`config.mk`:
```
export PLATFORM = sky130hd
export DESIGN_NAME = scsf_count
export DESIGN_NICKNAME = d
export VERILOG_FILES = /design/src/hw/rtl/scsf_pkg.sv /design/src/hw/rtl/scsf_count.sv
export SDC_FILE = /design/constraint.sdc
export NUM_CORES = 1
export LEC_CHECK = 0
export CORE_AREA = 4 4 114 116
export DETAILED_ROUTE_END_ITERATION = 8
export DIE_AREA = 0 0 118 120
export DONT_BUFFER_PORTS = 1
export HOLD_SLACK_MARGIN = 0.1
export PLACE_DENSITY = 0.41
export RECOVER_POWER = 25
export SLEW_MARGIN = 20
export SYNTH_ARGS = -nofsm -noshare
export SYNTH_HDL_FRONTEND = slang
export SYNTH_SLANG_ARGS = --single-unit
```
`constraint.sdc`:
```
create_clock -name clk -period 3.6 [get_ports clk]
set_input_delay 0.54 -clock clk [delete_from_list [all_inputs] [get_ports clk]]
set_output_delay 0.54 -clock clk [all_outputs]
set_load 0.05 [all_outputs]
```
`src/hw/rtl/scsf_pkg.sv`:
```
// scsf_pkg: shared widths, codes and stage structs for the column singleton finder
// used by scsf_detect, scsf_count and sparse_column_singleton_finder
package scsf_pkg;

  localparam int ROW_W    = 10;
  localparam int MAG_W    = 32;
  localparam int CNT_W    = 11;
  localparam int PTR_W    = 21;
  localparam int FC_CMP_W = CNT_W + 1;
  localparam int ENT_W    = ROW_W + 1;   // row entry: {taken, position}
  localparam int PADDR_W  = 3;
  localparam int PDATA_W  = 32;

  localparam logic [CNT_W-1:0]    CNT_SAT    = '1;
  localparam logic [PTR_W-1:0]    PTR_SAT    = '1;
  localparam logic [FC_CMP_W-1:0] FC_CMP_SAT = FC_CMP_W'(1 << CNT_W);

  // register index, taken from paddr[2]
  localparam logic [0:0] REG_TOLERANCE = 1'b0;

  typedef enum logic [1:0] {
    FUNC_DETECT  = 2'd0,
    FUNC_PERMUTE = 2'd1,
    FUNC_COUNT   = 2'd2,
    FUNC_READ    = 2'd3
  } func_t;

  typedef enum logic [1:0] {
    COL_NONE = 2'd0,
    COL_DEAD = 2'd1,
    COL_LIVE = 2'd2,
    COL_STOP = 2'd3
  } col_status_t;

  // word handed from the detect stage to the count stage
  typedef struct packed {
    func_t                func;
    logic                 present;
    logic                 last;
    logic                 in_range;
    logic                 taken;
    logic                 cnt_ok;
    col_status_t          status;
    logic [ROW_W-1:0]     srow;
    logic [ROW_W-1:0]     perm;
    logic [CNT_W-1:0]     fc_out;
    logic [FC_CMP_W-1:0]  fc_cmp;
    logic [CNT_W-1:0]     fr;
  } b2c_t;

  // finished result word
  typedef struct packed {
    col_status_t       status;
    logic [ROW_W-1:0]  srow;
    logic [CNT_W-1:0]  fc;
    logic [CNT_W-1:0]  fr;
    logic [ROW_W-1:0]  perm;
    logic [PTR_W-1:0]  col_ptr;
    logic [CNT_W-1:0]  row_cnt;
  } result_t;

endpackage

```
`src/hw/rtl/scsf_count.sv`:
```
// scsf_count: entry count stage, singleton row counts and remaining column pointers
// depends on scsf_pkg; reads and writes the count memory through the top level
module scsf_count
  import scsf_pkg::*;
(
  input  logic              clk,
  input  logic              rst_n,
  input  logic              advance,
  input  b2c_t              info,
  input  logic [CNT_W-1:0]  cnt,
  output logic              wr_en,
  output logic [CNT_W-1:0]  wr_data,
  output result_t           res
);

  logic [CNT_W-1:0]  cpc_r, cpc_nxt;
  logic [PTR_W-1:0]  rem_r, rem_nxt;

  logic is_count;
  logic is_read;
  logic hit_taken;
  logic free_ent;

  assign is_count  = info.func == FUNC_COUNT;
  assign is_read   = info.func == FUNC_READ;
  assign hit_taken = info.present && info.in_range && info.taken;
  // only columns past the singleton block feed the remaining part
  assign free_ent  = info.present && info.in_range && !info.taken &&
                     ({1'b0, cpc_r} >= info.fc_cmp);

  assign rem_nxt = (is_count && free_ent && rem_r != PTR_SAT) ? rem_r + PTR_W'(1) : rem_r;
  assign cpc_nxt = (is_count && info.last && cpc_r != CNT_SAT) ? cpc_r + CNT_W'(1) : cpc_r;

  assign wr_en   = advance && is_count && hit_taken && info.cnt_ok && cnt != CNT_SAT;
  assign wr_data = cnt + CNT_W'(1);

  always_comb begin
    res         = '0;
    res.status  = info.status;
    res.srow    = info.srow;
    res.fc      = info.fc_out;
    res.fr      = info.fr;
    res.perm    = info.perm;
    res.col_ptr = (is_count && info.last) ? rem_nxt : '0;
    res.row_cnt = (is_read && info.cnt_ok) ? cnt : '0;
  end

  always_ff @(posedge clk) begin
    if (!rst_n) begin
      cpc_r <= '0;
      rem_r <= '0;
    end else if (advance) begin
      cpc_r <= cpc_nxt;
      rem_r <= rem_nxt;
    end
  end

endmodule
```
==> summary.md <==
| Metric | Value |
|---|---|
| Design Area, Final | 3566 µm² |
| Hold slack | between 0.4 and 0.5 ns |
| Crit-path max FO | 7 |
| Finish-stage setup viols | 0 |
| Rel. slew slack | between 30% and 40% |
| Final period utilization | between 90 and 100% |
| All-Layer GR Usage | between 10% and 20% |
| Unique masters post-synth | 42 |
| WL final | approximately 8700 µm |
| PD cells | roughly 250 nW/µm² |
| Slowest CP cell | or4_4 |
| Top cells by count, synth | 49 x buf_4, 37 x a21oi_1, 32 x dfxtp_1, 31 x o31ai_1, 24 x or4_1 |
| CTS Buffer Depth | 2 |
| Most frequent cell after synthesis | buf_4 |
| ANT nets after route | 0 |
| Top delay family on crit path | simple AND/OR/NAND/NOR gates |
| Final net count | between 400 and 500 |
| Detailed Place HPWL | 6462 µm |
| Rows | 40 |
| Hold Vio Cnt, Final | 0 |
| Top cell type's share of synthesized area | 21.62% |
| Post-synthesis cell area | between 2000 and 3000 µm² |
| Synthesis-to-finish area growth | 20.35% |
| Worst Path Buf+Inv | 1 |
| Worst-Margin Slew | roughly 1.0 ns |
| Global-route wire length before repair | between 10000 and 15000 µm |
| Fin Setup TNS | 0 ns |
| Max Clk Rate | roughly 0.29 GHz |
| Ys Warns | 0 |
| Flops & latches, synth | 32 |
| Via density | 5.346 |
| Status | finished clean |
| Register area share after synthesis | roughly 22% |
| Die Span Y | about 120 µm |
| RSZ-0062 raised after global routing | no |
| Synth top area cells | dfxtp_1 22%, buf_4 12%, o31ai_1 7.9% |
| Routed vias | around 2800 |
| Drt initial violations | 226 |
| Synth area leader | dfxtp_1 |
| Crit-path most repeated cell | or4_4 |
| HP Class | input pin to register |
| Core footprint | between 10000 and 15000 µm² |
| Worst-skew pair later-pin latency | between 0.2 and 0.3 ns |
| Crit. End Element | output pin |
| Pre-Repair DR Iteration Count | 4 |
| PortBufs | 0 |
| Die ar. | 14160 µm² |
| Required time worst endpoint | approximately 3 ns |
| H-tree depth reported by CTS | 2 |
| CP Cell Sequence | nand2_1, or4_4, or4_4, or2_4, or4_1, a21oi_2, buf_12 |
| Post-synth EDFFs | 0 |
| Leakage power figure | 0.001214 µW |
| DRC Markers | 0 |
| Tmin final | around 3.5 ns |
| Worst VDD drop | around 0.13 mV |
| Max Cap Violations | 0 |
| Syn_nets | 480 |
| CTS clk-pin slew, worst paths | 0.05 ns |
| WL per Instance | ~16 µm |
| Maximum number of pins on one net before global-route repair | ~40 |
| Root buf cell | clkbuf_16 |
| ANT cells | 0 |
| CTS tree | yes |
| IO Pins | approximately 170 |
| Placement Cell Area | roughly 3300 µm² |
| Initial antenna violation count | 0 |
| Post-synthesis average cell area | roughly 7.6 µm² |
| Prevailing post-synth register cell | dfxtp_1 |
| GRT overflow | 0 |
| Max-slew violations | 0 |
| Starting Density | about a quarter |
| Max stage delay on crit path | ~0.58 ns |
| Critical path type | register to output pin |
| Post-Syn Instances | 389 |
| Hold_buf cts | 0 |
| Fraction of final layout cells with drive strength greater than 1 | a little under a quarter |
| Placer Congestion | slightly below 0.8 |
| Post-Route Skew | roughly 0.0045 ns |
| Fraction of registers with async set/reset | 0% |
| CP arrival | 2.93 ns |
| Worst setup SP type | register |
| CTS Sinks | 32 |
| CTS Buf Count | 5 |
| Vias in the first global route | between 2000 and 3000 |
| Die W | between 100 and 150 µm |
==> flip-flops by register name (all words and copies together) (netlist names) <==
name,count
rem_r,21
cpc_r,11
==> worst paths after layout <==
| check | end | cells past startpoint | slack [ns] | startpoint |
|---|---|---|---|---|
| setup reg to reg | rem_r[9]$_SDFFE_PN0P_ | 9 | 0.75 | cpc_r[10]$_SDFFE_PN0P_ |
| setup / recovery | res[30] | 7 | 0.13 | rem_r[7]$_SDFFE_PN0P_ |
| hold reg to reg | rem_r[19]$_SDFFE_PN0P_ | 2 | 0.51 | rem_r[19]$_SDFFE_PN0P_ |
| hold / removal | rem_r[13]$_SDFFE_PN0P_ | 2 | 0.41 | rst_n |
==> layout by cell type (no fill, tap or decap), types with 2 or more instances in the layout <==
cell,synthesis,final
or4_1,24,24
o41ai_1,4,3
nand2b_1,3,3
clkbuf_16,0,6
xor2_1,9,9
inv_1,18,18
nor3_1,2,2
ha_4,0,2
or3_1,6,6
and2_1,14,14
a21oi_1,37,24
buf_12,0,15
or4_4,2,3
nand3_1,22,22
buf_4,49,33
a21oi_2,0,12
and3_1,6,6
dfxtp_1,32,31
o311ai_0,6,6
ha_1,14,12
nand2_1,15,15
a31oi_1,4,4
or4_2,5,4
buf_6,0,2
or2_2,2,2
xnor2_1,9,9
nor2_1,23,23
clkbuf_1,17,2
o31ai_1,31,31
nand4_1,13,13
o21ai_0,5,5
==> per-stage QoR <==
stage,util [%],power [µW],worst slack (ns),std cells
after detailed placement,27.58,465.8,0.06568,514
final,29.94,885.8,0.1336,529
after CTS,28.81,895.1,0.01457,522
after floorplan,-,576.7,-0.1350,389
after global routing,29.94,916.9,0.003167,529
after global placement,27.58,465.4,0.1200,514
==> what timing repair did <==
item,4_1_cts,5_1_grt
buffers inserted,0,6
setup endpoints to repair,3,16
gates cloned,0,1
gates resized for setup,0,12
pin swaps,2,10
==> worst reg2reg max path, cell delays in order, from the launching register on <==
cell and delay [ns]:
dfxtp_1 0.36, ha_4 0.29, and4b_1 0.20, nor3b_2 0.16, o31ai_1 0.12, a221o_2 0.52, buf_12 0.18, buf_4 0.16
or4_2 0.65, a21oi_1 0.15
==> power breakdown <==
part | switching [µW] | internal (µW) | total, µW | leakage (µW)
sequential | 0.548 | 355 | 355 | 0.000258
clock | 150 | 276 | 426 | 0.0000712
combinational | 79.4 | 25.1 | 105 | 0.000885
==> cell families (layout without fill, tap and decap cells) <==
kind of cell / Yosys count / in the layout / share of synthesized area [%]
AOI/OAI and AO/OA: 92 / 92 / 20.19
xor gates and xnor gates: 18 / 18 / 5.321
adders and majority gates: 14 / 14 / 5.912
buffers and inverters: 85 / 78 / 17.02
DFF: 32 / 32 / 21.62
muxes: 1 / 1 / 0.3379
and+or+nand+nor: 147 / 147 / 29.60
==> cell type report <==
class / count / area, µm²
repair buffers: 52 / 610.6
fillers: 1264 / 8346
flip-flops and latches: 32 / 641.9
clock buffers: 8 / 146.4
inverters: 18 / 67.56
multi-input cells: 272 / 1916
well taps: 147 / 183.9
==> per-layer routing <==
metal	share of wire (%)	wire length (µm)	global-route usage, %	vias to the layer above
li1	-	-	-	1386
met1	46	4004	14.62	1325
met2	45	3952	19.91	101
met3	7.2	624	3.864	16
met4	1.3	114	3.736	0
met5	0	0	0	-
(Power assumes the default switching activity.)
