===== src/hw/rtl/scsf_ram.sv =====
// scsf_ram: generic single-write, single-read memory with registered read data
// no dependencies
module scsf_ram #(
  parameter int WIDTH = 8,
  parameter int DEPTH = 16,
  localparam int AW = (DEPTH > 1) ? $clog2(DEPTH) : 1
) (
  input  logic             clk,
  input  logic             we,
  input  logic [AW-1:0]    waddr,
  input  logic [WIDTH-1:0] wdata,
  input  logic [AW-1:0]    raddr,
  output logic [WIDTH-1:0] rdata
);

  logic [WIDTH-1:0] mem [DEPTH];
  logic [WIDTH-1:0] rdata_r;

  always_ff @(posedge clk) begin
    if (we) begin
      mem[waddr] <= wdata;
    end
    rdata_r <= mem[raddr];
  end

  assign rdata = rdata_r;

endmodule


===== config.mk =====
export PLATFORM = sky130hd
export DESIGN_NAME = scsf_ram
export DESIGN_NICKNAME = d
export VERILOG_FILES = /design/src/hw/rtl/scsf_ram.sv
export SDC_FILE = /design/constraint.sdc
export NUM_CORES = 1
export LEC_CHECK = 0
export BUFFER_PORTS_ARGS = -buffer_cell sky130_fd_sc_hd__buf_2
export CORE_AREA = 2 2 107 109
export CTS_CLUSTER_DIAMETER = 80
export DETAILED_ROUTE_END_ITERATION = 6
export DIE_AREA = 0 0 109 111
export PLACE_DENSITY_LB_ADDON = 0.15
export REMOVE_ABC_BUFFERS = 1
export SETUP_SLACK_MARGIN = 0.02
export SLEW_MARGIN = 20
export SYNTH_ARGS = -nofsm -noshare
export SYNTH_HDL_FRONTEND = slang
export SYNTH_SLANG_ARGS = --single-unit

===== constraint.sdc =====
create_clock -name clk -period 3.2 [get_ports clk]
set_input_delay 0.64 -clock clk [delete_from_list [all_inputs] [get_ports clk]]
set_output_delay 0.64 -clock clk [all_outputs]
set_load 0.01 [all_outputs]

==> impl_metrics.toml, run 1 <==
[setup_path]
crit_path_top_delay_cell = "mux4_1"
reg2reg_depth = 3
slowest_delay_ps = 630
criticalPathCategory = "input port to flop"
regToRegEndpoint = "rdata[5]"
path_cells = "buf_2 > buf_12 > mux4_1 > a22oi_1 > nand2_1"
cp-start-kind = "input port"
r2r-start = "mem[1][5]"
crit_fanout = 31
critPathBufInv = 2
cp-end-kind = "flop"
worst_ep_required_time_ps = 3480
critPathTopFamily = "multiplexers"
ff2ff_setup_slack_ps = 1810
critPathArrivalTime_ps = 2030

[global_route]
grt_pass1_vias = 2512
grt_use_total_pct = 17.4
overflow = 0
grt_pass1_wl_um = 14400
grt_max_degree = 32
antenna_found_initial = 0

[clock_tree]
worstSkewPairLatency_ps = 400
cts_root_buf = "clkbuf_16"
clk_pin_slew_worst_paths_ps = 50
cts_hold_buffers = 0
cts_buffer_depth = 2
clock-sinks = 136
htreeDepth = 4
post_cts_buffers = 0
cts_buffers = 17
cts_tree = "built"
cts_resized = 0

[pwr]
p_per_area_nw_per_um2 = 654
power.internal_uw = 3170
power_frac_comb_pct = 4.6
clock_power_share_pct = 44.6
netSwitchingPower_uw = 774
leakagePower_uw = 0.00204
switching_share_pct = 19.6
p_seq_share_pct = 50.7
ir_drop_v = 0.000354

[synthesis]
synth_top_area_share_pct = 74.7
netlist_instances = 229
syn_area_um2 = 5150
ys_top_cells_by_area = "edfxtp_1, mux4_2, mux4_1"
synth_seq_cells = 136
synth_warnings = 0
ys_seq_area_share_pct = 77.8
synth_area_leader_cell = "edfxtp_1"
synth.distinct_cells = 19
synth_area_per_cell_um2 = 22.5

[placement]
gp_congestion = 0.729
dp_hpwl_um = 6040
io_buffers = 25
place_area_um2 = 5490
dpl.cell_count = 402

[floorplan]
die_area_um2 = 12100
ios = 26
die_w_um = 109
fp.dieH_um = 111
core_um2 = 11100
initial_core_util_pct = 46.5
fp-row-count = 39

[timing]
worst_pin_slew_ps = 789
fmax_ghz = 0.572
finalHoldViolations = 0
fin_crit_sh_pct = 54.7
fin_crit_ps = 1750
fin_setup_tns_ps = 0
drv_slew = 0
hold_slack_ps = 627
grt_setup_unrepaired = "false"
relSlewSlack_pct = 47.2
finalSetupViolCount = 0
finClkSkew_ps = 4.73

[hold_path]
hold_class = "input port to flop"
holdPathStages = 1
hold_path_end = "mem[1][2]"
min-delay-start = "wdata[2]"

[routing]
vias = 2343
initialDrtViolationCount = 155
vias_per_cell = 5.40
drc = 0
wl_um = 9330
wl_per_cell_um = 21.5
dr.pass1.iters = 4
ant_nets = 0

[cells_and_area]
layout-drive-gt1-share_pct = 29.2
num_antenna_cells = 0
final_area_um2 = 6030
final_nets = 296
syn_to_final_growth_pct = 17.2
final_util_pct = 54.5
final_cells = 434

[flow_run]
drv_cap = 0

[outcome]
status = "finished, final reports clean"
==> cells in the mapped netlist (all sizes together) <==
library cell	count
edfxtp	128
mux4	32
a22oi	16
nor2	13
nand2	9
dfxtp	8
buf	7
nor3	4
clkdlybuf4s25	3
nand2b	2
nand3b	2
and2	1
and2b	1
nand3	1
nor2b	1
or3b	1
==> power groups by stage <==
stage | clock (uW) | combinational, uW | sequential [uW]
final | 1760 | 183 | 2000
after global routing | 1880 | 199 | 2000
after CTS | 1790 | 187 | 2000
after detailed placement | 0 | 186 | 2040
after global placement | 0 | 185 | 2040
after floorplan | 0 | 79.8 | 2040
==> metrics by stage <==
stage | setup WS, ps | power (uW)
final | 1450 | 3940
after global routing | 1400 | 4080
after CTS | 1460 | 3980
after detailed placement | 1030 | 2220
after global placement | 1050 | 2220
after floorplan | 1070 | 2120
==> flip-flops by register name (all words and copies together) (netlist names) <==
signal  count
rdata       8
mem       128
==> placed cells by master, fill, tap and decap left out <==
master	instances
a22oi_1	16
nor2_1	13
clkinv_1	2
clkbuf_16	17
nor2b_1	1
nand3_1	1
buf_12	1
and2_1	1
and2b_1	1
dfxtp_1	8
nand2_1	9
or3b_2	1
clkinv_4	1
nor3_1	4
mux4_2	18
buf_2	25
clkinv_2	3
edfxtp_1	128
buf_4	14
nand3b_1	2
clkbuf_8	2
clkinvlp_4	2
nand2b_1	2
bufinv_16	1
clkbuf_1	4
mux4_1	14
==> per-layer routing <==
layer  part of all wire [%]  wire length [um]  GRT usage (%)
met1                     45              4190           23.7
met2                     51              4720           26.8
met3                    3.5               328           5.17
met4                    1.1                99           5.90
met5                      0                 0              0
==> cell families (layout without fill, tap and decap cells) <==
family	after synthesis	in the layout	share of synthesized area, %
AOI/OAI and AO/OA	16	16	2.33
buffers and inverters	10	72	1.68
and+or+nand+nor	35	35	3.18
muxes	32	32	15.0
DFF	136	136	77.8
==> worst max path at each step <==
stage | startpoint | end | slack, ps | cells past startpoint
6_report | raddr[0] | rdata[2] | 1450 | 5
5_1_grt | waddr[2] | mem[1][6] | 1400 | 3
4_1_cts | raddr[0] | rdata[2] | 1460 | 5
3_5_place_dp | raddr[0] | rdata[2] | 1030 | 5
3_3_place_gp | raddr[0] | rdata[2] | 1050 | 5
2_1_floorplan | waddr[2] | mem[0][0] | 1070 | 2
==> final cells by class <==
| type | instances | area (um^2) |
|---|---|---|
| clock inverters | 9 | 76.3 |
| multi-input cells | 83 | 1060 |
| repair buffers | 40 | 250 |
| clock buffers | 23 | 468 |
| flip-flops and latches | 136 | 4000 |
| well taps | 143 | 179 |
| fillers | 844 | 5040 |
(Power assumes the default switching activity.)
==> inputs of run 2 (changes only) <==
--- a/config.mk
+++ b/config.mk
@@ -5,11 +5,12 @@
 export SDC_FILE = /design/constraint.sdc
 export NUM_CORES = 1
 export LEC_CHECK = 0
+export ABC_AREA = 1
 export BUFFER_PORTS_ARGS = -buffer_cell sky130_fd_sc_hd__buf_2
-export CORE_AREA = 2 2 107 109
+export CORE_AREA = 2 2 113 115
 export CTS_CLUSTER_DIAMETER = 80
 export DETAILED_ROUTE_END_ITERATION = 6
-export DIE_AREA = 0 0 109 111
+export DIE_AREA = 0 0 115 117
 export PLACE_DENSITY_LB_ADDON = 0.15
 export REMOVE_ABC_BUFFERS = 1
 export SETUP_SLACK_MARGIN = 0.02
==> constraint.sdc (replaced) <==
create_clock -name clk -period 1.8 [get_ports clk]
set_input_delay 0.36 -clock clk [delete_from_list [all_inputs] [get_ports clk]]
set_output_delay 0.36 -clock clk [all_outputs]
set_load 0.01 [all_outputs]
==> run 2 against run 1 <==
Effect of this change:
- register-to-register slack lost 1000 ps
- total power is 90% higher
- utilization shrank 0.089 points
- critical path depth shrank 4
- final cell count up 74%
- final area increased by 11%
- first-iteration DRC count up 66%
- clock-buffer cell count shrank 3
- area after synthesis increased by 12%
- largest cell class unchanged
==> impl_metrics.toml, run 2 <==
[outcome]
status = "finished, final reports clean"

[synthesis]
yosys_most_used_dff = "edfxtp_1"
synth_area_leader_cell = "edfxtp_1"
ys_top_cells_by_count = "nand2_1, edfxtp_1, inv_1"
synth_warnings = 0
synth.most_common_cell = "nand2_1"
synth_top_area_share_pct = 66.7
ys_seq_area_share_pct = 69.4
async_reset_ff_share_pct = 0
netlist_instances = 551
synth_edf_count = 128
synth_area_per_cell_um2 = 10.5
ys_top_cells_by_area = "edfxtp_1, nand2_1, nand3_1"
syn_area_um2 = 5770
synth_seq_cells = 136
synth.distinct_cells = 12

[global_route]
use_met3_pct = 4.69
grt_pass1_vias = 3595
grt_use_total_pct = 20.3
antenna_found_initial = 0
top_usage_layer = "met2"
met1_usage_pct = 26.8
grt_max_degree = 65
grt_use_met2_pct = 33.3
overflow = 0
grt_pass1_wl_um = 19700

[clock_tree]
htreeDepth = 4
cts_buffers = 17
post_cts_buffers = 0
cts_root_buf = "clkbuf_16"
clock-sinks = 136
cts_resized = 0
clk_pin_slew_worst_paths_ps = 60
worstSkewPairLatency_ps = 410
cts_buffer_depth = 2
cts_hold_buffers = 0
cts_tree = "built"

[floorplan]
ios = 26
initial_core_util_pct = 46.8
core_um2 = 12300
die_w_um = 115
fp.dieH_um = 117
die_area_um2 = 13500
fp-row-count = 41

[timing]
finalSetupViolCount = 0
relSlewSlack_pct = 55.8
finClkSkew_ps = 6.83
worst_pin_slew_ps = 662
fin_crit_sh_pct = 71.3
fmax_ghz = 0.779
drv_slew = 0
hold_slack_ps = 323
fin_ws_ps = 516
fin_crit_ps = 1280
finalHoldViolations = 0
fin_setup_tns_ps = 0
grt_setup_unrepaired = "false"

[cells_and_area]
final_nets = 611
regMostFlops = "mem"
syn_to_final_growth_pct = 16.1
final_area_um2 = 6700
layout_common_cells = "nand2_1, edfxtp_1, inv_1"
largest_reg_flops = 128
layout-drive-gt1-share_pct = 12.4
layout_commonest_cell = "nand2_1"
num_antenna_cells = 0

[routing]
ant_nets = 0
wl_per_cell_um = 16.6
initialDrtViolationCount = 257
dr.pass1.iters = 4
vias = 3728
drc = 0
vias_per_cell = 4.93
wl_um = 12500

[placement]
gp_congestion = 0.774
dp_hpwl_um = 7470
dp_worst_setup_slack_ps = 240
io_buffers = 25
place_area_um2 = 6100

[pwr]
p_per_area_nw_per_um2 = 1120
netSwitchingPower_uw = 1530
power_frac_comb_pct = 5.7
switching_share_pct = 20.4
clock_power_share_pct = 46.7
leakagePower_uw = 0.00293
p_seq_share_pct = 47.6
power.internal_uw = 5960
ir_drop_v = 0.000524
total_power_uw = 7490

[setup_path]
crit_path_top_delay_cell = "dfxtp_1"
criticalPathCategory = "flop to output port"
cp-start-kind = "flop"
crit_fanout = 1
path_cells = "buf_2"
slowest_delay_ps = 360
critPathTopFamily = "flip-flops"
critPathArrivalTime_ps = 920
cp-end-kind = "output port"
worst_ep_required_time_ps = 1440
critPathBufInv = 1
ff2ff_setup_slack_ps = 800

[hold_path]
hold_class = "input port to flop"

[flow_run]
drv_cap = 0
[run 2: cell count changes in the layout (fill, tap and decap cells not counted), moves of 3 or more]
cell / before / now
mux4_1: 14 / 0
nor3_1: 4 / 0
nand2_1: 9 / 173
bufinv_16: 1 / 4
inv_1: 0 / 100
nand3_1: 1 / 97
mux4_2: 18 / 0
nor2_1: 13 / 17
a22oi_1: 16 / 0
buf_4: 14 / 20
[run 2: area by class of cell]
| cell class | count | area (um^2) |
|---|---|---|
| clock buffers | 20 | 437 |
| multi-input cells | 289 | 1210 |
| clock inverters | 12 | 156 |
| inverters | 102 | 383 |
| well taps | 150 | 188 |
| flip-flops and latches | 136 | 4000 |
| fillers | 1098 | 5620 |
| repair buffers | 47 | 315 |
[run 2: layer usage]
layer,wire (um),part of all wire [%],vias up
li1,-,-,1853
met5,0,0,-
met2,6310,50,89
met3,603,4.8,15
met4,167,1.3,0
met1,5450,43,1771
[run 2: through the flow]
step | util, % | instances
floorplan | - | 527
global placement | 49.6 | 724
detailed placement | 49.6 | 724
CTS | 54.4 | 756
global route | 54.4 | 756
finish | 54.4 | 756
[run 2: logic make-up after synthesis]
kind of cell / after synthesis / synth area share (%)
buffers and inverters: 126 / 9.52
flip-flops: 136 / 69.4
AND/OR/NAND/NOR: 289 / 21.0
[run 2: worst reg2reg max path: stages (launching register included)]
cell and delay [ps]:
edfxtp_1 360, inv_1 60, nand2_1 40, nand3_1 100, nand3_1 100, nand3_1 160
nand2_1 70
[run 2: final timing paths]
kind,cells after the start,end,startpoint
worst max-delay path,1,rdata[2],rdata[2]
worst min register to register,6,rdata[1],mem[12][1]
worst max register to register,6,rdata[0],mem[7][0]
worst min-delay path,3,rdata[4],raddr[3]
[run 2: power groups by stage]
| stage | registers [uW] | clock network, uW | logic [uW] |
|---|---|---|---|
| after floorplan | 3630 | 0 | 191 |
| after global placement | 3630 | 0 | 427 |
| after detailed placement | 3630 | 0 | 431 |
| after CTS | 3570 | 3540 | 433 |
| after global routing | 3570 | 3700 | 481 |
| final | 3570 | 3500 | 424 |
==> inputs of run 3 (changes only) <==
--- a/config.mk
+++ b/config.mk
@@ -5,12 +5,12 @@
 export SDC_FILE = /design/constraint.sdc
 export NUM_CORES = 1
 export LEC_CHECK = 0
-export ABC_AREA = 1
+export ABC_AREA = 0
 export BUFFER_PORTS_ARGS = -buffer_cell sky130_fd_sc_hd__buf_2
-export CORE_AREA = 2 2 113 115
+export CORE_AREA = 2 2 107 109
 export CTS_CLUSTER_DIAMETER = 80
 export DETAILED_ROUTE_END_ITERATION = 6
-export DIE_AREA = 0 0 115 117
+export DIE_AREA = 0 0 109 111
 export PLACE_DENSITY_LB_ADDON = 0.15
 export REMOVE_ABC_BUFFERS = 1
 export SETUP_SLACK_MARGIN = 0.02
==> constraint.sdc (replaced) <==
create_clock -name clk -period 1.29 [get_ports clk]
set_input_delay 0.258 -clock clk [delete_from_list [all_inputs] [get_ports clk]]
set_output_delay 0.258 -clock clk [all_outputs]
set_load 0.01 [all_outputs]
==> run 3 against run 2 <==
Effect of this change:
- the flow now finishes with violations (setup timing)
- final area shrank 6.3%
- routed wire length shrank 26%
- clock-buffer cell count is the same
- highest routed layer unchanged
==> impl_metrics.toml, run 3 (synthesis results as in run 1) <==
[floorplan]
die_area_um2 = 12100
initial_core_util_pct = 46.5
fp-row-count = 39
fp.dieH_um = 111
die_w_um = 109
ios = 26
core_um2 = 11100

[timing]
fin_setup_tns_ps = -16.8
finalHoldViolations = 0
fin_crit_ps = 1310
relSlewSlack_pct = 44.0
fin_crit_sh_pct = 101
finClkSkew_ps = 5.71
hold_slack_ps = 238
finalSetupViolCount = 1
grt_setup_unrepaired = "true"
fin_ws_ps = -16.8
worst_pin_slew_ps = 838
drv_slew = 0
fmax_ghz = 0.765

[setup_path]
criticalPathCategory = "flop to flop"
crit_fanout = 1
worst_ep_required_time_ps = 1570
ff2ff_setup_slack_ps = -20
path_cells = "mux4_2 > a22oi_2 > nand2_1"
crit_path_top_delay_cell = "mux4_2"
slowest_delay_ps = 480
cp-start-kind = "flop"
critPathArrivalTime_ps = 1590
cp-end-kind = "flop"

[global_route]
antenna_found_initial = 0
grt_use_total_pct = 17.3
grt_pass1_wl_um = 14500
overflow = 0
grt_max_degree = 19
grt_pass1_vias = 2509

[cells_and_area]
multiInputGateArea_um2 = 1060
final_nets = 312
register_area_um2 = 4000
layout_common_cells = "edfxtp_1, mux4_2, buf_2, buf_4, clkbuf_16"
layout-drive-gt1-share_pct = 38.1
final_util_pct = 56.7
layout_commonest_cell = "edfxtp_1"
final.fill_count = 823
num_antenna_cells = 0
largest_reg_flops = 128
regMostFlops = "mem"
final_cells = 450
syn_to_final_growth_pct = 21.9

[flow_run]
drv_cap = 0

[clock_tree]
htreeDepth = 4
clock-sinks = 136
cts_root_buf = "clkbuf_16"
clk_pin_slew_worst_paths_ps = 60
cts_tree = "built"
worstSkewPairLatency_ps = 400
cts_buffer_depth = 2
cts_buffers = 17

[pwr]
leakagePower_uw = 0.00214
p_per_area_nw_per_um2 = 1650
total_power_uw = 10300
ir_drop_v = 0.000889

[routing]
vias_per_cell = 5.34
wl_per_cell_um = 20.6
vias = 2401
wl_um = 9290
dr.pass1.iters = 4
ant_nets = 0
initialDrtViolationCount = 122
drc = 0

[placement]
dpl.cell_count = 418
dp_hpwl_um = 6270
io_buffers = 25
gp_congestion = 0.733

[hold_path]
hold_class = "input port to flop"

[outcome]
status = "finished, violations left"
violations = "setup timing"
-- run 3: cell count changes in the layout (fill, tap and decap cells not counted), moves of 5 or more --
| cell | change |
|---|---|
| mux4_2 | +25 |
| buf_4 | +5 |
| nand3_1 | -96 |
| nand2_1 | -164 |
| inv_1 | -100 |
| mux4_1 | +7 |
| a22oi_1 | +11 |
| a22oi_2 | +5 |
-- run 3: power by group --
group | switching [uW] | internal, uW | total [uW]
combinational | 275 | 246 | 520
sequential | 24.3 | 4940 | 4970
clock | 1710 | 3130 | 4840
-- run 3: per-stage QoR --
| step | setup WS, ps | cell area (um^2) |
|---|---|---|
| 2_1_floorplan | -461 | 5060 |
| 3_3_place_gp | -473 | 5670 |
| 3_5_place_dp | -458 | 5670 |
| 4_1_cts | -8.04 | 6280 |
| 5_1_grt | -48.5 | 6280 |
| 6_report | -16.8 | 6280 |
-- run 3: layer usage --
| metal | global-route usage (%) | wire [um] | up-vias |
|---|---|---|---|
| met1 | 24.4 | 4160 | 1246 |
| li1 | - | - | 1098 |
| met2 | 25.8 | 4670 | 47 |
| met3 | 4.41 | 336 | 10 |
| met5 | 0 | 0 | - |
| met4 | 6.92 | 117 | 0 |
-- run 3: path summary, 6_finish.rpt --
path         startpoint          to  cells after the start
max          mem[11][5]    rdata[5]                      3
min            wdata[5]  mem[11][5]                      1
max reg2reg  mem[11][5]    rdata[5]                      3
min reg2reg  mem[14][6]    rdata[6]                      3
-- run 3: area by class of cell --
class	count	share of cell area (%)
multi-input combinational	83	16.8
sequential	136	63.8
timing repair buffer	56	6.90
clock inverter	12	2.37
clock buffer	20	7.28
tap	143	2.85
-- run 3: critical path: cells and delay by family (launching register included) --
family             cells  cell delay [ps]
DFF                    1              370
muxes                  1              480
AOI/OAI and AO/OA      1              230
and+or+nand+nor        1              100
-- run 3: what timing repair did --
item | in CTS | in global routing
gates resized for setup | 10 | 2
hold buffers | 0 | 0
setup endpoints to repair | 7 | 8
pin swaps | 8 | 0
setup buffers | 0 | 0
