`config.mk`:
```
export PLATFORM = sky130hd
export DESIGN_NAME = scsf_detect
export DESIGN_NICKNAME = d
export VERILOG_FILES = /design/src/hw/rtl/scsf_pkg.sv /design/src/hw/rtl/scsf_detect.sv
export SDC_FILE = /design/constraint.sdc
export NUM_CORES = 1
export LEC_CHECK = 0
export BUFFER_PORTS_ARGS = -buffer_cell sky130_fd_sc_hd__buf_2
export CORE_MARGIN = 3
export CORE_UTILIZATION = 35
export CTS_CLUSTER_DIAMETER = 40
export DETAILED_ROUTE_END_ITERATION = 10
export PLACE_DENSITY = 0.67
export SETUP_SLACK_MARGIN = 0.1
export SLEW_MARGIN = 20
export SYNTH_ARGS = -nofsm -noshare
export SYNTH_HDL_FRONTEND = slang
export SYNTH_SLANG_ARGS = --single-unit
```
`constraint.sdc`:
```
create_clock -name clk -period 5.1 [get_ports clk]
set_input_delay 0.51 -clock clk [delete_from_list [all_inputs] [get_ports clk]]
set_output_delay 0.51 -clock clk [all_outputs]
set_load 0.01 [all_outputs]
```
`src/hw/rtl/scsf_pkg.sv`:
```
// scsf_pkg: shared widths, codes and stage structs for the column singleton finder
// used by scsf_detect, scsf_count and sparse_column_singleton_finder
package scsf_pkg;

  localparam int ROW_W    = 10;
  localparam int MAG_W    = 32;
  localparam int CNT_W    = 11;
  localparam int PTR_W    = 21;
  localparam int FC_CMP_W = CNT_W + 1;
  localparam int ENT_W    = ROW_W + 1;   // row entry: {taken, position}
  localparam int PADDR_W  = 3;
  localparam int PDATA_W  = 32;

  localparam logic [CNT_W-1:0]    CNT_SAT    = '1;
  localparam logic [PTR_W-1:0]    PTR_SAT    = '1;
  localparam logic [FC_CMP_W-1:0] FC_CMP_SAT = FC_CMP_W'(1 << CNT_W);

  // register index, taken from paddr[2]
  localparam logic [0:0] REG_TOLERANCE = 1'b0;

  typedef enum logic [1:0] {
    FUNC_DETECT  = 2'd0,
    FUNC_PERMUTE = 2'd1,
    FUNC_COUNT   = 2'd2,
    FUNC_READ    = 2'd3
  } func_t;

  typedef enum logic [1:0] {
    COL_NONE = 2'd0,
    COL_DEAD = 2'd1,
    COL_LIVE = 2'd2,
    COL_STOP = 2'd3
  } col_status_t;

  // word handed from the detect stage to the count stage
  typedef struct packed {
    func_t                func;
    logic                 present;
    logic                 last;
    logic                 in_range;
    logic                 taken;
    logic                 cnt_ok;
    col_status_t          status;
    logic [ROW_W-1:0]     srow;
    logic [ROW_W-1:0]     perm;
    logic [CNT_W-1:0]     fc_out;
    logic [FC_CMP_W-1:0]  fc_cmp;
    logic [CNT_W-1:0]     fr;
  } b2c_t;

  // finished result word
  typedef struct packed {
    col_status_t       status;
    logic [ROW_W-1:0]  srow;
    logic [CNT_W-1:0]  fc;
    logic [CNT_W-1:0]  fr;
    logic [ROW_W-1:0]  perm;
    logic [PTR_W-1:0]  col_ptr;
    logic [CNT_W-1:0]  row_cnt;
  } result_t;

endpackage

```
`src/hw/rtl/scsf_detect.sv`:
```
// scsf_detect: singleton search and row permutation stage, owns the column scan state
// depends on scsf_pkg; reads and writes the row entry memory through the top level
module scsf_detect
  import scsf_pkg::*;
#(
  parameter int ROWS_MAX = 1024,
  parameter int COLS_MAX = 1024,
  parameter int AW       = 10
) (
  input  logic              clk,
  input  logic              rst_n,
  input  logic              advance,
  input  func_t             func,
  input  logic [ROW_W-1:0]  row,
  input  logic [MAG_W-1:0]  mag,
  input  logic              present,
  input  logic              last,
  input  logic [MAG_W-1:0]  tolerance,
  input  logic [ENT_W-1:0]  ent,
  output logic              wr_en,
  output logic [AW-1:0]     wr_addr,
  output logic [ENT_W-1:0]  wr_data,
  output logic [AW-1:0]     cnt_addr,
  output b2c_t              info
);

  localparam int FC_W = $clog2(COLS_MAX + 1);

  logic [1:0]        free_r, free_nxt, free_cur;
  logic [ROW_W-1:0]  cand_row_r, cand_row_nxt, cand_row_cur;
  logic [MAG_W-1:0]  cand_mag_r, cand_mag_nxt, cand_mag_cur;
  logic [FC_W-1:0]   fc_r, fc_nxt;
  logic [CNT_W-1:0]  fr_r, fr_nxt;
  logic              stop_r, stop_nxt;
  logic [CNT_W-1:0]  rank_r, rank_nxt;

  logic              row_ok;
  logic              taken;
  logic [ROW_W-1:0]  pos;
  logic              take;
  logic              wr_req;
  logic [ROW_W-1:0]  new_pos;

  assign row_ok  = 32'(row) < 32'(ROWS_MAX);
  assign taken   = ent[ROW_W];
  assign pos     = ent[ROW_W-1:0];
  assign new_pos = fr_r[ROW_W-1:0] + rank_r[ROW_W-1:0];

  // a repeated row counts again, only the first free row becomes the candidate
  assign take         = present && row_ok && !taken && (free_r < 2'd2);
  assign free_cur     = take ? free_r + 2'd1 : free_r;
  assign cand_row_cur = (take && free_r == 2'd0) ? row : cand_row_r;
  assign cand_mag_cur = (take && free_r == 2'd0) ? mag : cand_mag_r;

  always_comb begin
    free_nxt     = free_r;
    cand_row_nxt = cand_row_r;
    cand_mag_nxt = cand_mag_r;
    fc_nxt       = fc_r;
    fr_nxt       = fr_r;
    stop_nxt     = stop_r;
    rank_nxt     = rank_r;
    wr_req       = 1'b0;
    wr_addr      = AW'(row);
    wr_data      = '0;
    cnt_addr     = AW'(row);
    info         = '0;
    info.func     = func;
    info.present  = present;
    info.last     = last;
    info.in_range = row_ok;
    info.taken    = taken;
    info.status   = COL_NONE;

    unique case (func)
      FUNC_DETECT: begin
        if (!stop_r) begin
          free_nxt     = free_cur;
          cand_row_nxt = cand_row_cur;
          cand_mag_nxt = cand_mag_cur;
          if (last) begin
            free_nxt = '0;
            if (fc_r >= FC_W'(COLS_MAX)) begin
              stop_nxt    = 1'b1;
              info.status = COL_STOP;
            end else if (free_cur == 2'd0) begin
              fc_nxt      = fc_r + FC_W'(1);
              info.status = COL_DEAD;
            end else if (free_cur == 2'd1 && cand_mag_cur > tolerance) begin
              wr_req      = 1'b1;
              wr_addr     = AW'(cand_row_cur);
              wr_data     = {1'b1, fr_r[ROW_W-1:0]};
              fr_nxt      = fr_r + CNT_W'(1);
              fc_nxt      = fc_r + FC_W'(1);
              info.status = COL_LIVE;
              info.srow   = cand_row_cur;
            end else begin
              stop_nxt    = 1'b1;
              info.status = COL_STOP;
            end
          end
        end
      end
      FUNC_PERMUTE: begin
        if (row_ok) begin
          if (taken) begin
            info.perm = pos;
          end else begin
            wr_req    = 1'b1;
            wr_data   = {1'b0, new_pos};
            info.perm = new_pos;
            if (rank_r != CNT_SAT) begin
              rank_nxt = rank_r + CNT_W'(1);
            end
          end
        end
      end
      FUNC_COUNT: begin
        cnt_addr    = AW'(pos);
        info.cnt_ok = 32'(pos) < 32'(ROWS_MAX);
      end
      FUNC_READ: begin
        cnt_addr    = AW'(row);
        info.cnt_ok = row_ok;
      end
      default: begin
        info.status = COL_NONE;
      end
    endcase

    info.fc_out = CNT_W'(fc_nxt);
    info.fc_cmp = (32'(fc_nxt) >= 32'(FC_CMP_SAT)) ? FC_CMP_SAT : FC_CMP_W'(fc_nxt);
    info.fr     = fr_nxt;
  end

  assign wr_en = advance && wr_req;

  always_ff @(posedge clk) begin
    if (!rst_n) begin
      free_r     <= '0;
      cand_row_r <= '0;
      cand_mag_r <= '0;
      fc_r       <= '0;
      fr_r       <= '0;
      stop_r     <= 1'b0;
      rank_r     <= '0;
    end else if (advance) begin
      free_r     <= free_nxt;
      cand_row_r <= cand_row_nxt;
      cand_mag_r <= cand_mag_nxt;
      fc_r       <= fc_nxt;
      fr_r       <= fr_nxt;
      stop_r     <= stop_nxt;
      rank_r     <= rank_nxt;
    end
  end

endmodule

```
==> impl_metrics.csv, run 1 <==
group,metric,value,unit
logic_synthesis,ys_ff_latch,78,
route,vias,5998,
grt,grt_max_degree,40,
timing,max_freq,213,MHz
placed_design,routabilityCongestion,0.870,
grt,grt_usage,0.184,
route,wl_per_cell,14.7,um
finish,layout_commonest_cell,"nand2_1",
finish,drive_gt1_frac,0.262,
grt,grt-ovfl-total,0,
finish,area_growth,22.3,%
setup_path,worstPathRequired,4.59,ns
setup_path,r2r-start,"free_r[0]",
route,drc,0,
grt,grt_pass1_vias,5549,
setup_path,r2r-end,"fr_r[0]",
setup_path,cp_max_fo,32,
timing,worst_slew_pin_slew,0.751,ns
clocking,cts_resized,0,
finish,final_cell_mix,"nand2_1, buf_2, dfxtp_1",
clocking,cts_tree,"built",
setup_path,end_kind,"output port",
power,pwr_density_cell,205,nW/um^2
floorplanning,num_rows,47,
placed_design,portBuffers,184,
timing,maxSlewViolCount,0,
logic_synthesis,postSynthCellCount,815,
route,drt_iter0_drc,342,
hold_path,hold_path_end,"cand_row_r[8]",
clocking,ctsHtreeMaxLevel,3,
floorplanning,die_w,137,um
floorplanning,die_h,137,um
finish,antenna_cells,0,
timing,final-hold-violation-count,0,
power,max-vdd-ir-drop,0.175,mV
logic_synthesis,async_reset_ff_frac,0,
clocking,cts_root_buf,"clkbuf_16",
logic_synthesis,seq_area_frac_synth,0.258,
logic_synthesis,synth_ff_type,"dfxtp_1",
finish,fin_nets,1102,
clocking,hold_buffers,0,
finish,fin_util,0.441,
logic_synthesis,synth-edff-count,0,
setup_path,worst_setup_path_start_kind,"flop",
clocking,cts_buffer_depth,2,
hold_path,min_path_cells,3,
timing,final.setup.tns,0,ns
clocking,post-cts-setup-buffers,0,
grt,antenna_found_initial,0,
clocking,cts_buffers,9,
grt,grt_pass1_wl,27600,um
clocking,insertion_delay,0.35,ns
logic_synthesis,syn_nets,955,
timing,period_needed,4.70,ns
route,antenna_left,0,
floorplanning,die_area,18900,um^2
logic_synthesis,postSynthAreaPerCell,7.41,um^2
timing,slew_headroom,0.495,
placed_design,place_hpwl,13300,um
floorplanning,pin_count,187,
logic_synthesis,ys_types,60,
power,p_leak,3.59,nW
setup_path,worst-setup-path-type,"flop to output port",
setup_path,regToRegSetupSlack,1.16,ns
logic_synthesis,netlist_area,6040,um^2
timing,period_share,0.922,
run,cap_viol_max_count,0,
setup_path,crit_arrival,4.19,ns
route,finalWirelength,17400,um
outcome,status,"complete, no violations",
route,routed_via_density,5.05,
power,total_power,1.52,mW
timing,setup_violations,0,
setup_path,rr_worst_depth,15,
hold_path,hold_path_startpoint,"row[8]",
hold_path,min_path_type,"primary input to flop",
clocking,clkSlewWorstSetupHoldPaths,0.06,ns
floorplanning,start_util,0.360,
logic_synthesis,yosys_warnings,0,
route,dr.pass1.iters,4,
timing,rsz0062_at_grt,"no",
clocking,cts_num_sinks,78,
timing,skew,0.00689,ns
floorplanning,core-area,16800,um^2
-- power breakdown --
| part | leakage [nW] | total [mW] | internal, mW | switching [mW] |
|---|---|---|---|---|
| Combinational | 2.81 | 0.238 | 0.0978 | 0.140 |
| Sequential | 0.629 | 0.620 | 0.615 | 0.00437 |
| Clock | 0.152 | 0.660 | 0.403 | 0.256 |
| Total | 3.59 | 1.52 | 1.12 | 0.400 |
-- registers in the layout, summed over array words and instances (netlist names) --
register    flops
free_r          2
cand_mag_r     32
stop_r          1
fc_r           11
cand_row_r     10
rank_r         11
fr_r           11
-- per-layer routing --
layer | track usage | share of wire | vias to the layer above
met1 | 0.254 | 0.47 | 2750
met4 | 0.0333 | 0.0073 | 0
li1 | - | - | 3074
met5 | 0 | 0 | -
met2 | 0.299 | 0.47 | 163
met3 | 0.0383 | 0.054 | 11
-- cells in the mapped netlist, types with 4 or more instances --
master | count | area share
inv_1 | 45 | 0.028
clkbuf_1 | 33 | 0.021
and3_1 | 8 | 0.0083
nand3_1 | 17 | 0.014
o211ai_1 | 5 | 0.0062
nor4_1 | 5 | 0.0052
xor2_1 | 11 | 0.016
nor3_1 | 18 | 0.015
nor2_1 | 57 | 0.035
nand2_1 | 196 | 0.12
a21o_1 | 6 | 0.0075
xnor2_1 | 23 | 0.033
o21ai_0 | 14 | 0.012
nand2b_1 | 6 | 0.0062
ha_1 | 47 | 0.097
nand4_1 | 16 | 0.017
mux2_2 | 22 | 0.041
a22o_1 | 8 | 0.012
o31ai_1 | 4 | 0.0050
a21oi_1 | 57 | 0.047
dfxtp_1 | 78 | 0.26
o2111ai_1 | 5 | 0.0072
or3_1 | 6 | 0.0062
buf_2 | 5 | 0.0041
mux2i_1 | 39 | 0.065
o41ai_1 | 6 | 0.0087
and2_1 | 5 | 0.0052
buf_4 | 18 | 0.022
-- area by class of cell --
cell class	count	area, um^2
sequential	78	1560
fill	1745	9370
inverter	48	184
timing repair buffer	196	1020
clock inverter	4	45.0
clock buffer	12	256
multi-input combinational	629	4040
tap	220	275
-- critical path: stages (launching register included) --
cell	delay, ns
dfxtp_1	0.43
inv_1	0.07
ha_1	0.22
and3_2	0.24
buf_12	0.17
nand2_1	0.09
nand2_1	0.07
ha_1	0.32
nand4_1	0.22
nor4_4	0.43
a31o_2	0.29
a211oi_2	0.09
nor2_2	0.22
clkinvlp_4	0.24
nand2_4	0.21
mux2_2	0.37
buf_2	0.14
-- per-stage QoR --
stage                     cell area [um^2]  cells  setup WS (ns)  hold WS [ns]
after detailed placement              7040   1171          0.193         0.464
after global routing                  7390   1187         0.0985         0.435
after CTS                             7350   1187          0.119         0.416
after global placement                7040   1171          0.312         0.459
after floorplan                       6040    815          0.852         0.436
final                                 7390   1187          0.399         0.436
-- cell families after synthesis --
group,synth area share
other,0.00124
flip-flops,0.258
AO/OA/AOI/OAI,0.138
multiplexers,0.106
AND/OR/NAND/NOR,0.266
XOR/XNOR,0.0493
buffers and inverters,0.0806
adder cells (fa/ha/maj),0.101
-- how the worst max path moves through the flow --
| stage | startpoint | to | slack [ns] | cells past startpoint |
|---|---|---|---|---|
| final | free_r[0] | wr_addr[1] | 0.40 | 16 |
| after global placement | present | info[17] | 0.31 | 17 |
| after floorplan | present | info[26] | 0.85 | 17 |
| after detailed placement | present | info[17] | 0.19 | 17 |
| after global routing | free_r[0] | info[17] | 0.1 | 16 |
| after CTS | free_r[0] | info[17] | 0.12 | 16 |
Power figures use the tool's default switching activity.
==> run 2, diff against run 1 <==
ABC_AREA = 1   (was default)
==> run 2 against run 1 <==
  * Critical path depth increased by 1
  * Non-clock buffer count shrank 10
  * First-iteration DRC count is 16% higher
  * Setup slack gained 0.44 ns
  * Final cell count grew 16%
  * Sequential share of layout area barely moved
  * Clock skew rose by 0.0042 ns
  * Largest cell class unchanged
  * Highest routed layer unchanged
  * Largest power group unchanged
  * Wire length increased by 2.1%
  * Global-route usage shrank 0.25 points
==> impl_metrics.csv, run 2 <==
group,metric,value,unit
power,total_power,1.70,mW
clocking,clkSlewWorstSetupHoldPaths,0.06,ns
logic_synthesis,yosys-top-cells-count,"inv_1, nand2_1, a21oi_1",
floorplanning,pin_count,187,
floorplanning,die_h,139,um
floorplanning,core-area,16900,um^2
timing,setup_ws,0.836,ns
logic_synthesis,postSynthCellCount,1013,
clocking,ctsHtreeMaxLevel,3,
power,power_frac_comb,0.222,
grt,use_met3,0.0434,
clocking,cts_buffer_depth,2,
grt,met2_usage,0.306,
finish,regMostFlops,"cand_mag_r",
finish,fin_area,7370,um^2
grt,antenna_found_initial,0,
floorplanning,num_rows,47,
timing,rsz0062_at_grt,"no",
power,pwr_density_cell,230,nW/um^2
timing,final.setup.tns,0,ns
logic_synthesis,async_reset_ff_frac,0,
finish,layout_commonest_cell,"inv_1",
logic_synthesis,syn_nets,1153,
grt,top_usage_layer,"met2",
logic_synthesis,synth_top_area_frac,0.254,
floorplanning,die_area,19200,um^2
setup_path,worstPathRequired,4.59,ns
setup_path,crit_arrival,3.75,ns
route,drt_iter0_drc,397,
timing,period_needed,4.26,ns
clocking,cts_buffers,9,
finish,fill_cells,1852,
outcome,status,"complete, no violations",
route,drc,0,
setup_path,regToRegSetupSlack,1.60,ns
logic_synthesis,netlist_area,6160,um^2
route,dr.pass1.iters,5,
setup_path,end_kind,"output port",
clocking,post-cts-setup-buffers,0,
finish,drive_gt1_frac,0.190,
logic_synthesis,ys_ff_latch,78,
finish,fin_nets,1291,
finish,area_growth,19.8,%
power,p_switching,511,uW
power,clock_power_share,0.392,
placed_design,portBuffers,184,
clocking,cts_num_sinks,78,
timing,skew,0.0110,ns
placed_design,place_area,7070,um^2
grt,grt_usage,0.181,
clocking,cts_tree,"built",
grt,grtUsageMet1,0.232,
logic_synthesis,yosysTopAreaCell,"dfxtp_1",
logic_synthesis,postSynthAreaPerCell,6.08,um^2
setup_path,worst-setup-path-type,"flop to output port",
grt,grt_max_degree,81,
run,cap_viol_max_count,0,
setup_path,cp_max_fo,80,
timing,final-hold-violation-count,0,
power,p_leak,4.28,nW
route,antenna_left,0,
finish,antenna_cells,0,
finish,largest_register_ffs,32,
route,finalWirelength,17800,um
route,routed_via_density,4.69,
clocking,insertion_delay,0.35,ns
hold_path,min_path_type,"flop to flop",
logic_synthesis,ys_types,41,
clocking,hold_buffers,0,
clocking,cts_root_buf,"clkbuf_16",
setup_path,worst_setup_path_start_kind,"flop",
timing,slew_headroom,0.400,
grt,grt_pass1_vias,5927,
route,vias,6456,
grt,grt_pass1_wl,28900,um
finish,final_cell_mix,"inv_1, buf_2, nand2_1",
logic_synthesis,yosys_warnings,0,
floorplanning,start_util,0.365,
timing,max_freq,235,MHz
placed_design,place_hpwl,13400,um
timing,maxSlewViolCount,0,
power,sw_frac_of_total,0.301,
power,max-vdd-ir-drop,0.157,mV
placed_design,pre_cts_ws,1.18,ns
route,wl_per_cell,12.9,um
logic_synthesis,synth_ff_type,"dfxtp_1",
floorplanning,die_w,139,um
logic_synthesis,synth_most_common_cell,"inv_1",
logic_synthesis,synth-edff-count,0,
power,power_frac_seq,0.386,
timing,worst_slew_pin_slew,0.900,ns
logic_synthesis,yosys-top-cells-area,"dfxtp_1, inv_1, nand2_1, a21oi_1, ha_1",
finish,fin_util,0.437,
placed_design,routabilityCongestion,0.876,
power,p_int,1.19,mW
grt,grt-ovfl-total,0,
timing,setup_violations,0,
timing,period_share,0.836,
logic_synthesis,seq_area_frac_synth,0.254,
clocking,cts_resized,0,
==> run 2: cell count changes after synthesis, moves of 25 or more <==
cell,change
inv_1,+179
o21ai_0,+81
a21oi_1,+64
mux2i_1,-35
nor2_1,+26
nand3_1,+25
==> run 2: cell families after synthesis <==
kind of cell | after synthesis | share of synthesized area
AND/OR/NAND/NOR | 344 | 0.238
buffers and inverters | 287 | 0.190
AO/OA/AOI/OAI | 248 | 0.208
flip-flops | 78 | 0.254
adder cells (fa/ha/maj) | 48 | 0.0988
multiplexers | 4 | 0.00650
other | 2 | 0.00122
XOR/XNOR | 2 | 0.00407
==> run 2: worst max-delay path, stage by stage, from the launching register on <==
cell and delay, ns:
dfxtp_1 0.33, inv_1 0.08, ha_1 0.20, nand4_1 0.14
buf_12 0.31, a21oi_1 0.14, ha_1 0.32, nand2_1 0.05
nor2_1 0.16, nand4_1 0.14, nor2_2 0.17, nand2_1 0.07
nand2_1 0.14, nand2_2 0.10, nand2_1 0.48, nand4_1 0.23
nand2_1 0.17, buf_2 0.15
==> run 2: area by class of cell <==
| cell class | count | area [um^2] | share of cell area |
|---|---|---|---|
| tap | 220 | 275 | 0.0373 |
| sequential | 78 | 1560 | 0.212 |
| multi-input combinational | 648 | 3430 | 0.465 |
| clock inverter | 3 | 42.5 | 0.00577 |
| inverter | 228 | 858 | 0.116 |
| clock buffer | 13 | 260 | 0.0353 |
| timing repair buffer | 186 | 948 | 0.129 |
==> run 2: final timing paths <==
| check | start | to | cells past startpoint |
|---|---|---|---|
| max reg2reg | free_r[0] | fr_r[0] | 19 |
| max | free_r[0] | info[31] | 17 |
| min | free_r[0] | free_r[0] | 2 |
| min reg2reg | free_r[0] | free_r[0] | 2 |
==> run 2: routing by layer <==
| metal | share of wire | routed length, um |
|---|---|---|
| met5 | 0 | 0 |
| met4 | 0.016 | 284 |
| met3 | 0.054 | 952 |
| met2 | 0.46 | 8230 |
| met1 | 0.47 | 8310 |
==> run 2: stage by stage <==
stage	std cells	hold slack, ns
6_report	1376	0.470
5_1_grt	1376	0.500
4_1_cts	1376	0.475
3_5_place_dp	1360	0.460
3_3_place_gp	1360	0.447
2_1_floorplan	1013	0.437
==> run 2: power by group through the flow <==
stage	combinational (mW)	sequential [mW]	clock [mW]
after CTS	0.378	0.655	0.688
after detailed placement	0.376	0.669	0
after floorplan	0.259	0.664	0
after global routing	0.435	0.659	0.708
after global placement	0.373	0.668	0
final	0.376	0.655	0.665
